### config.mk
export PLATFORM = sky130hd
export DESIGN_NAME = line_follower_steering_law
export DESIGN_NICKNAME = d
export VERILOG_FILES = /design/src/hw/rtl/lfsl_pkg.sv /design/src/hw/rtl/line_follower_steering_law.sv
export SDC_FILE = /design/constraint.sdc
export NUM_CORES = 2
export LEC_CHECK = 0
export ABC_AREA = 1
export BUFFER_PORTS_ARGS = -buffer_cell sky130_fd_sc_hd__buf_2
export CAP_MARGIN = 25
export CORE_AREA = 10 10 250 252
export CTS_BUF_LIST = sky130_fd_sc_hd__clkbuf_16
export CTS_CLUSTER_DIAMETER = 120
export DETAILED_ROUTE_END_ITERATION = 8
export DIE_AREA = 0 0 260 262
export PLACE_DENSITY_LB_ADDON = 0.15
export SLEW_MARGIN = 25
export SYNTH_ARGS = -nofsm -noshare
export SYNTH_HDL_FRONTEND = slang
export SYNTH_SLANG_ARGS = --single-unit
### constraint.sdc
create_clock -name clk_i -period 8.95 [get_ports clk_i]
set_clock_uncertainty 0.15 [all_clocks]
set_input_delay 1.79 -clock clk_i [delete_from_list [all_inputs] [get_ports clk_i]]
set_output_delay 1.79 -clock clk_i [all_outputs]
set_load 0.02 [all_outputs]
### src/hw/rtl/lfsl_pkg.sv
`timescale 1ns / 1ps
// ----------------------------------------------------------------------------
// lfsl_pkg
// Shared types, register indexes, reset values and the microprogram of the
// line follower steering law.
// ----------------------------------------------------------------------------
package lfsl_pkg;

  // Field widths fixed by the interface
  localparam int POS_W    = 16;
  localparam int OUT_W    = 12;
  localparam int CURVE_W  = 17;
  localparam int CFG_IDX_W  = 3;
  localparam int CFG_DATA_W = 15;

  localparam logic signed [OUT_W-1:0] SAT_MAX = 12'sd2047;
  localparam logic signed [OUT_W-1:0] SAT_MIN = -12'sd2048;

  // Configuration register indexes
  localparam logic [CFG_IDX_W-1:0] CFG_BASE_SPEED       = 3'd0;
  localparam logic [CFG_IDX_W-1:0] CFG_CURVE_GAIN       = 3'd1;
  localparam logic [CFG_IDX_W-1:0] CFG_CURVE_START      = 3'd2;
  localparam logic [CFG_IDX_W-1:0] CFG_SLOWDOWN_GAIN    = 3'd3;
  localparam logic [CFG_IDX_W-1:0] CFG_STEER_GAIN       = 3'd4;
  localparam logic [CFG_IDX_W-1:0] CFG_STEER_CURVE_GAIN = 3'd5;
  localparam logic [CFG_IDX_W-1:0] CFG_LOST_LINE_ERROR  = 3'd6;

  // Register reset values
  localparam logic [6:0]  RST_BASE_SPEED       = 7'd35;
  localparam logic [7:0]  RST_CURVE_GAIN       = 8'd110;
  localparam logic [12:0] RST_CURVE_START      = 13'd2376;
  localparam logic [12:0] RST_SLOWDOWN_GAIN    = 13'd3277;
  localparam logic [7:0]  RST_STEER_GAIN       = 8'd12;
  localparam logic [7:0]  RST_STEER_CURVE_GAIN = 8'd60;
  localparam logic [14:0] RST_LOST_LINE_ERROR  = 15'd8192;

  // Input and result beats
  typedef struct packed {
    logic signed [POS_W-1:0] position;
    logic                    position_valid;
    logic                    restart;
  } lfsl_in_t;

  typedef struct packed {
    logic signed [OUT_W-1:0] left_power;
    logic signed [OUT_W-1:0] right_power;
    logic signed [OUT_W-1:0] steering;
  } lfsl_out_t;

  // Remembered side of the line
  typedef enum logic [1:0] {
    SIDE_NONE = 2'b00,
    SIDE_POS  = 2'b01,
    SIDE_NEG  = 2'b11
  } side_e;

  // Control word fields
  typedef enum logic [1:0] {
    SEQ_NEXT,
    SEQ_WAIT_IN,
    SEQ_EMIT
  } seq_op_e;

  typedef enum logic [1:0] {
    DP_NONE,
    DP_CURVE,
    DP_SD2,
    DP_MIX
  } dp_op_e;

  typedef enum logic [2:0] {
    MA_EXCESS,
    MA_CURVE,
    MA_ERR,
    MA_M1,
    MA_M2
  } mul_a_e;

  typedef enum logic [2:0] {
    MB_SLOW_GAIN,
    MB_CURVE_GAIN,
    MB_STEER_GAIN,
    MB_STEER_CURVE_GAIN,
    MB_SD2_HI,
    MB_SD2_LO
  } mul_b_e;

  typedef enum logic [1:0] {
    ACC_HOLD,
    ACC_LOAD,
    ACC_LOAD_SHL,
    ACC_ADD
  } acc_op_e;

  typedef enum logic [1:0] {
    RES_NONE,
    RES_ST,
    RES_PL
  } res_op_e;

  typedef struct packed {
    seq_op_e seq;
    dp_op_e  dp;
    logic    mul_en;
    mul_a_e  mul_a;
    mul_b_e  mul_b;
    acc_op_e acc;
    res_op_e res;
  } ucode_t;

  typedef logic [3:0] step_t;

  localparam step_t STEP_IDLE  = 4'd0;
  localparam step_t STEP_FIRST = 4'd1;

  localparam ucode_t UCODE_NOP = '{SEQ_NEXT, DP_NONE, 1'b0, MA_EXCESS, MB_SLOW_GAIN,
                                   ACC_HOLD, RES_NONE};

  // Microprogram: one control word per step
  function automatic ucode_t ucode_rom(input step_t step);
    ucode_t w;
    w = UCODE_NOP;
    case (step)
      4'd0: begin
        w.seq = SEQ_WAIT_IN;
      end
      4'd1: begin
        w.dp = DP_CURVE;
      end
      4'd2: begin
        w.mul_en = 1'b1; w.mul_a = MA_EXCESS; w.mul_b = MB_SLOW_GAIN;
      end
      4'd3: begin
        w.dp = DP_SD2;
        w.mul_en = 1'b1; w.mul_a = MA_CURVE; w.mul_b = MB_CURVE_GAIN;
      end
      4'd4: begin
        w.dp = DP_MIX;
        w.mul_en = 1'b1; w.mul_a = MA_ERR; w.mul_b = MB_STEER_GAIN;
      end
      4'd5: begin
        w.acc = ACC_LOAD;
        w.mul_en = 1'b1; w.mul_a = MA_CURVE; w.mul_b = MB_STEER_CURVE_GAIN;
      end
      4'd6: begin
        w.acc = ACC_ADD;
        w.mul_en = 1'b1; w.mul_a = MA_M1; w.mul_b = MB_SD2_HI;
      end
      4'd7: begin
        w.res = RES_ST; w.acc = ACC_LOAD_SHL;
        w.mul_en = 1'b1; w.mul_a = MA_M1; w.mul_b = MB_SD2_LO;
      end
      4'd8: begin
        w.acc = ACC_ADD;
        w.mul_en = 1'b1; w.mul_a = MA_M2; w.mul_b = MB_SD2_HI;
      end
      4'd9: begin
        w.res = RES_PL; w.acc = ACC_LOAD_SHL;
        w.mul_en = 1'b1; w.mul_a = MA_M2; w.mul_b = MB_SD2_LO;
      end
      4'd10: begin
        w.acc = ACC_ADD;
      end
      4'd11: begin
        w.seq = SEQ_EMIT;
      end
      default: begin
        // unused addresses fall back to the idle word
        w.seq = SEQ_WAIT_IN;
      end
    endcase
    return w;
  endfunction

endpackage

### src/hw/rtl/line_follower_steering_law.sv
`timescale 1ns / 1ps
// ----------------------------------------------------------------------------
// line_follower_steering_law
// Steering law of a line follower: motor powers and steering from one
// line-position sample, run by a small microprogram over one multiplier.
// ----------------------------------------------------------------------------
// Usage
//   Input channel (in_valid_i / in_stall_o / in_data_i) takes one position
//   beat with its line-seen and restart flags. Output channel (out_valid_o /
//   out_stall_i / out_data_o) returns one beat of left power, right power and
//   steering for every input beat, in order.
//   Configuration channel (cfg_valid_i / cfg_ready_o, cfg_index_i, cfg_data_i)
//   writes one register per beat; ready is always high. Write only while idle.
//   The result is registered at the last step; a new input beat is taken only
//   once the sequencer is back at idle. A twelve-step microprogram drives a
//   single shared multiplier through eight products, one per step.
//   Reset clears the remembered side and loads the register defaults.
//   When the receiver stalls, the result beat holds in the output register; a
//   following item runs up to its last step and waits there for the slot.
// ----------------------------------------------------------------------------
module line_follower_steering_law
  import lfsl_pkg::*;
#(
  parameter int FracBits = 12
) (
  input  logic                  clk_i,
  input  logic                  rst_ni,
  input  logic                  in_valid_i,
  output logic                  in_stall_o,
  input  lfsl_in_t              in_data_i,
  output logic                  out_valid_o,
  input  logic                  out_stall_i,
  output lfsl_out_t             out_data_o,
  input  logic                  cfg_valid_i,
  output logic                  cfg_ready_o,
  input  logic [CFG_IDX_W-1:0]  cfg_index_i,
  input  logic [CFG_DATA_W-1:0] cfg_data_i
);

  localparam int AW   = ((FracBits + 8 > 25) ? FracBits + 8 : 25) + 1;
  localparam int BW   = (FracBits + 1 > 13) ? FracBits + 1 : 13;
  localparam int PW   = AW + BW + 1;
  localparam int SW   = 2 * FracBits + 1;
  localparam int XW   = FracBits + 1;
  localparam int ACCW = AW + 2 * FracBits + 2;
  localparam int DW   = CURVE_W + 1;

  localparam logic signed [DW-1:0] ONE_D  = DW'(1) << FracBits;
  localparam logic [XW-1:0]        ONE_X  = XW'(1) << FracBits;
  localparam logic [PW-1:0]        ONE_SQ = PW'(1) << (2 * FracBits);

  // Truncate toward zero after a right shift, then saturate to the result width
  function automatic logic signed [OUT_W-1:0] trunc_sat(
    input logic signed [ACCW-1:0] v,
    input int                     shift
  );
    logic signed [ACCW-1:0] bias;
    logic signed [ACCW-1:0] q;
    logic signed [OUT_W-1:0] r;
    bias = v[ACCW-1] ? $signed((ACCW'(1) << shift) - ACCW'(1)) : '0;
    q = (v + bias) >>> shift;
    if (q > ACCW'(SAT_MAX)) begin
      r = SAT_MAX;
    end else if (q < ACCW'(SAT_MIN)) begin
      r = SAT_MIN;
    end else begin
      r = q[OUT_W-1:0];
    end
    return r;
  endfunction

  // Configuration registers
  logic [6:0]  base_q;
  logic [7:0]  curve_gain_q;
  logic [12:0] curve_start_q;
  logic [12:0] slow_gain_q;
  logic [7:0]  steer_gain_q;
  logic [7:0]  steer_curve_gain_q;
  logic [14:0] lost_q;

  // Sequencer and state
  step_t  step_q, step_d;
  side_e  side_q, side_d;
  ucode_t uc;
  logic   in_acc;
  logic   emit_go;
  logic   out_valid_q;

  // Datapath registers
  logic signed [POS_W-1:0]   err_q, err_d;
  logic signed [CURVE_W-1:0] curve_q, curve_d;
  logic [XW-1:0]             excess_q, excess_d;
  logic [SW-1:0]             sd2_q, sd2_d;
  logic signed [AW-1:0]      m1_q, m1_d, m2_q, m2_d;
  logic signed [PW-1:0]      prod_q;
  logic signed [ACCW-1:0]    acc_q, acc_d;
  logic signed [OUT_W-1:0]   st_q, pl_q;
  lfsl_out_t                 out_q;

  // Combinational helpers
  side_e                     side_eff;
  logic signed [POS_W-1:0]   lost_pos;
  logic signed [POS_W-1:0]   err_lost;
  logic signed [DW-1:0]      err_x, cs_x, abs_err, diff, neg_diff;
  logic [PW-1:0]             prod_u, sd2_diff;
  logic signed [AW-1:0]      base_one, prod_lo;
  logic signed [AW-1:0]      mul_a;
  logic [BW-1:0]             mul_b;
  logic signed [PW-1:0]      mul_p;
  logic signed [ACCW-1:0]    prod_ext;

  assign cfg_ready_o = 1'b1;
  assign in_stall_o  = (step_q != STEP_IDLE);
  assign in_acc      = in_valid_i && !in_stall_o;
  assign out_valid_o = out_valid_q;
  assign out_data_o  = out_q;

  // Fetch the control word and advance the step counter
  always_comb begin
    uc      = ucode_rom(step_q);
    emit_go = (uc.seq == SEQ_EMIT) && (!out_valid_q || !out_stall_i);
    case (uc.seq)
      SEQ_WAIT_IN: step_d = in_acc ? STEP_FIRST : STEP_IDLE;
      SEQ_EMIT:    step_d = emit_go ? STEP_IDLE : step_q;
      default:     step_d = step_q + 4'd1;
    endcase
  end

  // Form the error from the sample or from the remembered side
  always_comb begin
    side_eff = in_data_i.restart ? SIDE_NONE : side_q;
    lost_pos = $signed({1'b0, lost_q});
    case (side_eff)
      SIDE_POS: err_lost = lost_pos;
      SIDE_NEG: err_lost = -lost_pos;
      default:  err_lost = '0;
    endcase
    if (in_data_i.position_valid) begin
      err_d = in_data_i.position;
      if (in_data_i.position > 0) begin
        side_d = SIDE_POS;
      end else if (in_data_i.position < 0) begin
        side_d = SIDE_NEG;
      end else begin
        side_d = SIDE_NONE;
      end
    end else begin
      err_d  = err_lost;
      side_d = side_eff;
    end
  end

  // Curve term and clamped excess past the dead band
  always_comb begin
    err_x    = DW'(err_q);
    cs_x     = $signed(DW'(curve_start_q));
    abs_err  = err_q[POS_W-1] ? -err_x : err_x;
    diff     = abs_err - cs_x;
    neg_diff = -diff;
    if (diff > 0) begin
      curve_d = err_q[POS_W-1] ? neg_diff[CURVE_W-1:0] : diff[CURVE_W-1:0];
    end else begin
      curve_d = '0;
    end
    if (diff <= 0) begin
      excess_d = '0;
    end else if (diff >= ONE_D) begin
      excess_d = ONE_X;
    end else begin
      excess_d = diff[XW-1:0];
    end
  end

  // Slowdown factor, floored at zero
  always_comb begin
    prod_u   = $unsigned(prod_q);
    sd2_diff = ONE_SQ - prod_u;
    sd2_d    = (prod_u >= ONE_SQ) ? '0 : sd2_diff[SW-1:0];
  end

  // Motor mix around the base power
  always_comb begin
    base_one = $signed(AW'(base_q) << FracBits);
    prod_lo  = $signed(prod_q[AW-1:0]);
    m1_d     = base_one + prod_lo;
    m2_d     = base_one - prod_lo;
  end

  // Shared multiplier operand select
  always_comb begin
    case (uc.mul_a)
      MA_EXCESS: mul_a = $signed(AW'(excess_q));
      MA_CURVE:  mul_a = AW'(curve_q);
      MA_ERR:    mul_a = AW'(err_q);
      MA_M1:     mul_a = m1_q;
      MA_M2:     mul_a = m2_q;
      default:   mul_a = '0;
    endcase
    case (uc.mul_b)
      MB_SLOW_GAIN:        mul_b = BW'(slow_gain_q);
      MB_CURVE_GAIN:       mul_b = BW'(curve_gain_q);
      MB_STEER_GAIN:       mul_b = BW'(steer_gain_q);
      MB_STEER_CURVE_GAIN: mul_b = BW'(steer_curve_gain_q);
      MB_SD2_HI:           mul_b = BW'(sd2_q[SW-1:FracBits]);
      MB_SD2_LO:           mul_b = BW'(sd2_q[FracBits-1:0]);
      default:             mul_b = '0;
    endcase
    mul_p = mul_a * $signed({1'b0, mul_b});
  end

  // Accumulator update
  always_comb begin
    prod_ext = ACCW'(prod_q);
    case (uc.acc)
      ACC_LOAD:     acc_d = prod_ext;
      ACC_LOAD_SHL: acc_d = prod_ext <<< FracBits;
      ACC_ADD:      acc_d = acc_q + prod_ext;
      default:      acc_d = acc_q;
    endcase
  end

  // Control state: step counter, side, output valid, configuration
  always_ff @(posedge clk_i or negedge rst_ni) begin
    if (!rst_ni) begin
      step_q             <= STEP_IDLE;
      side_q             <= SIDE_NONE;
      out_valid_q        <= 1'b0;
      base_q             <= RST_BASE_SPEED;
      curve_gain_q       <= RST_CURVE_GAIN;
      curve_start_q      <= RST_CURVE_START;
      slow_gain_q        <= RST_SLOWDOWN_GAIN;
      steer_gain_q       <= RST_STEER_GAIN;
      steer_curve_gain_q <= RST_STEER_CURVE_GAIN;
      lost_q             <= RST_LOST_LINE_ERROR;
    end else begin
      step_q <= step_d;
      if (in_acc) begin
        side_q <= side_d;
      end
      if (emit_go) begin
        out_valid_q <= 1'b1;
      end else if (!out_stall_i) begin
        out_valid_q <= 1'b0;
      end
      if (cfg_valid_i && cfg_ready_o) begin
        case (cfg_index_i)
          CFG_BASE_SPEED:       base_q             <= cfg_data_i[6:0];
          CFG_CURVE_GAIN:       curve_gain_q       <= cfg_data_i[7:0];
          CFG_CURVE_START:      curve_start_q      <= cfg_data_i[12:0];
          CFG_SLOWDOWN_GAIN:    slow_gain_q        <= cfg_data_i[12:0];
          CFG_STEER_GAIN:       steer_gain_q       <= cfg_data_i[7:0];
          CFG_STEER_CURVE_GAIN: steer_curve_gain_q <= cfg_data_i[7:0];
          CFG_LOST_LINE_ERROR:  lost_q             <= cfg_data_i[14:0];
          default: ;
        endcase
      end
    end
  end

  // Datapath registers, loaded as the control word says
  always_ff @(posedge clk_i) begin
    if (in_acc) begin
      err_q <= err_d;
    end
    if (uc.dp == DP_CURVE) begin
      curve_q  <= curve_d;
      excess_q <= excess_d;
    end
    if (uc.dp == DP_SD2) begin
      sd2_q <= sd2_d;
    end
    if (uc.dp == DP_MIX) begin
      m1_q <= m1_d;
      m2_q <= m2_d;
    end
    if (uc.mul_en) begin
      prod_q <= mul_p;
    end
    acc_q <= acc_d;
    if (uc.res == RES_ST) begin
      st_q <= trunc_sat(acc_q, FracBits);
    end
    if (uc.res == RES_PL) begin
      pl_q <= trunc_sat(acc_q, 3 * FracBits);
    end
    if (emit_go) begin
      out_q.left_power  <= pl_q;
      out_q.right_power <= trunc_sat(acc_q, 3 * FracBits);
      out_q.steering    <= st_q;
    end
  end

endmodule

==> reports/metrics.yaml <==
status: "completed"
grt_usage_pct: 33.7
drv_slew: 0
cp_slowest_cell: "fa_1"
hold_violations: 0
start_kind: "flip-flop"
fp.coreArea_um2: 57400
overflow: 0
setup_violations: 0
syn_to_final_growth_pct: 7.02
final.min_clock_period_ns: 8.48
rsz0062_at_grt: "false"
cts_sinks: 353
ys.warnings.count: 0
synth_area_leaders: "edfxtp_1, fa_1, nand2_1, inv_1, ha_1"
grt_pass1_wl_um: 179000
cts_tree: "done"
dieWidth_um: 260
insertion_delay_ns: 0.58
synth-edff-count: 274
cp.required_ns: 9.10
drive_gt1_share_pct: 6.49
dpl_worst_slack_ns: 0.540
layout_common_cells: "nand2_1, inv_1, nor2_1, fa_1, edfxtp_1"
yosysTopAreaCellShare_pct: 22.2
wl_per_cell_um: 20.1
ioPinCount: 80
root_buffer: "clkbuf_16"
path_common_cell: "inv_1"
place_hpwl_um: 92400
initial_core_util_pct: 64.6
grt_pass1_vias: 32400
routed-via-count: 33500
worstHoldPathType: "flip-flop to flip-flop"
relSlewSlack_pct: 29.1
netlist_area_um2: 37100
h-tree-depth: 2
die_h_um: 262
vias_per_cell: 5.84
max_freq_mhz: 118
synth_fp_nets: 5430
fin_tns_setup_ns: 0
hold_ws_ns: 0.261
die-area_um2: 68100
post-route-drc-count: 0
fin_crit_sh_pct: 94.8
diodes: 0
wl_um: 115000
synth_area_per_cell_um2: 7.63
worstPathMaxFanout: 17
grt_max_degree: 69
critical-path-max-stage-delay_ns: 0.54
ctsHoldBuffers: 0
ys_types: 71
clk_pin_slew_worst_paths_ns: 0.06
nets: 5506
port_buffers: 78
layout_commonest_cell: "nand2_1"
clockBufferDepth: 3
end_kind: "flip-flop"
place_congestion: 1.03
setup_ws_ns: 0.467
drt_iter0_markers: 3487
antenna_found_initial: 0
first_pass_iters: 5
worstSetupPathType: "flip-flop to flip-flop"
worstMarginPinSlew_ns: 1.06
cp.arrival_ns: 8.63
seq_area_frac_synth_pct: 27.6
synthArstFlopShare_pct: 22.4
syn_inst: 4859
synth_flop_cell: "edfxtp_1"
drtAntennaViolNets: 0
rows: 88
yosysTopAreaCell: "edfxtp_1"
yosys_register_bits: 353
max-cap-violations: 0
cts_buffers: 38
==> cell usage after synthesis (all sizes together), types with 13 or more instances <==
library cell / count
a21o: 17
a21oi: 218
a22o: 19
a31oi: 29
and2: 13
buf: 48
clkbuf: 41
dfrtp: 53
dfstp: 26
edfxtp: 274
fa: 315
ha: 215
inv: 936
nand2: 1220
nand3: 226
nand3b: 15
nand4: 51
nor2: 572
nor3: 50
o21a: 13
o21ai: 248
o21bai: 22
o22ai: 20
xnor2: 26
xor2: 85
==> worst max-delay path, delay by kind of cell (launching register included) <==
kind | cells | cell delay (ns)
adders and majority gates | 8 | 3.72
DFF | 1 | 0.39
AOI/OAI and AO/OA | 5 | 1.35
buffers and inverters | 11 | 0.91
and+or+nand+nor | 13 | 1.49
xor gates and xnor gates | 1 | 0.17
==> cell type report <==
type / instances / area, um^2
Tap cell: 765 / 957
Inverter: 941 / 3530
Fill cell: 4910 / 17700
Multi-Input combinational cell: 3476 / 22900
Sequential cell: 353 / 10200
Timing Repair Buffer: 125 / 791
Clock inverter: 29 / 295
Clock buffer: 39 / 976
==> layer usage <==
metal,share of wire (%),global-route usage (%),vias up
met4,4.3,13.6,0
met3,9.4,4.57,301
met5,0,0,-
met2,47,56.2,1680
met1,39,44.2,15900
li1,-,-,15600
==> what timing repair did <==
action,in CTS,in global routing
buffers inserted,0,2
hold endpoints to repair,0,0
setup endpoints to repair,0,2
resized for setup,0,3
==> logic make-up after synthesis <==
logic type	count (synthesis)	synth area share, %
xor gates and xnor gates	111	2.62
and+or+nand+nor	2178	24.4
DFF	353	27.6
buffers and inverters	1030	10.8
AOI/OAI and AO/OA	655	10.3
muxes	1	0.0304
other	1	0.0101
adders and majority gates	530	24.3
==> sequential cells by signal, summed over array words and instances, names as in the netlist, 13 cells and up <==
name           flops
prod_q            40
curve_q           17
m2_q              25
excess_q          13
err_q             16
sd2_q             25
curve_start_q     13
slow_gain_q       13
out_data_o        36
lost_q            15
m1_q              26
acc_q             52
==> stage by stage <==
stage / area, um^2 / util, % / cells
after floorplan: 37100 / - / 4859
after global placement: 38300 / 66.8 / 5656
after detailed placement: 38300 / 66.8 / 5657
after CTS: 39600 / 69.0 / 5725
after global routing: 39700 / 69.2 / 5728
final: 39700 / 69.2 / 5728
==> final timing paths <==
check	from	end	slack, ns	cells past startpoint
hold / removal	pl_q[8]$_DFFE_PN_	out_data_o[32]$_DFFE_PP_	0.26	0
max in group asynchronous	rst_ni	curve_start_q[10]$_DFFE_PN0P_	6.64	2
hold reg to reg	pl_q[8]$_DFFE_PN_	out_data_o[32]$_DFFE_PP_	0.26	0
setup / recovery	step_q[0]$_DFFE_PN0P_	prod_q[26]$_DFFE_PN_	0.47	38
min in group asynchronous	rst_ni	base_q[6]$_DFFE_PN0P_	0.88	1
setup reg to reg	step_q[0]$_DFFE_PN0P_	prod_q[26]$_DFFE_PN_	0.47	38
Power is not shown: default switching activity piles up to over one toggle a cycle in this logic, so the estimate is an artifact.
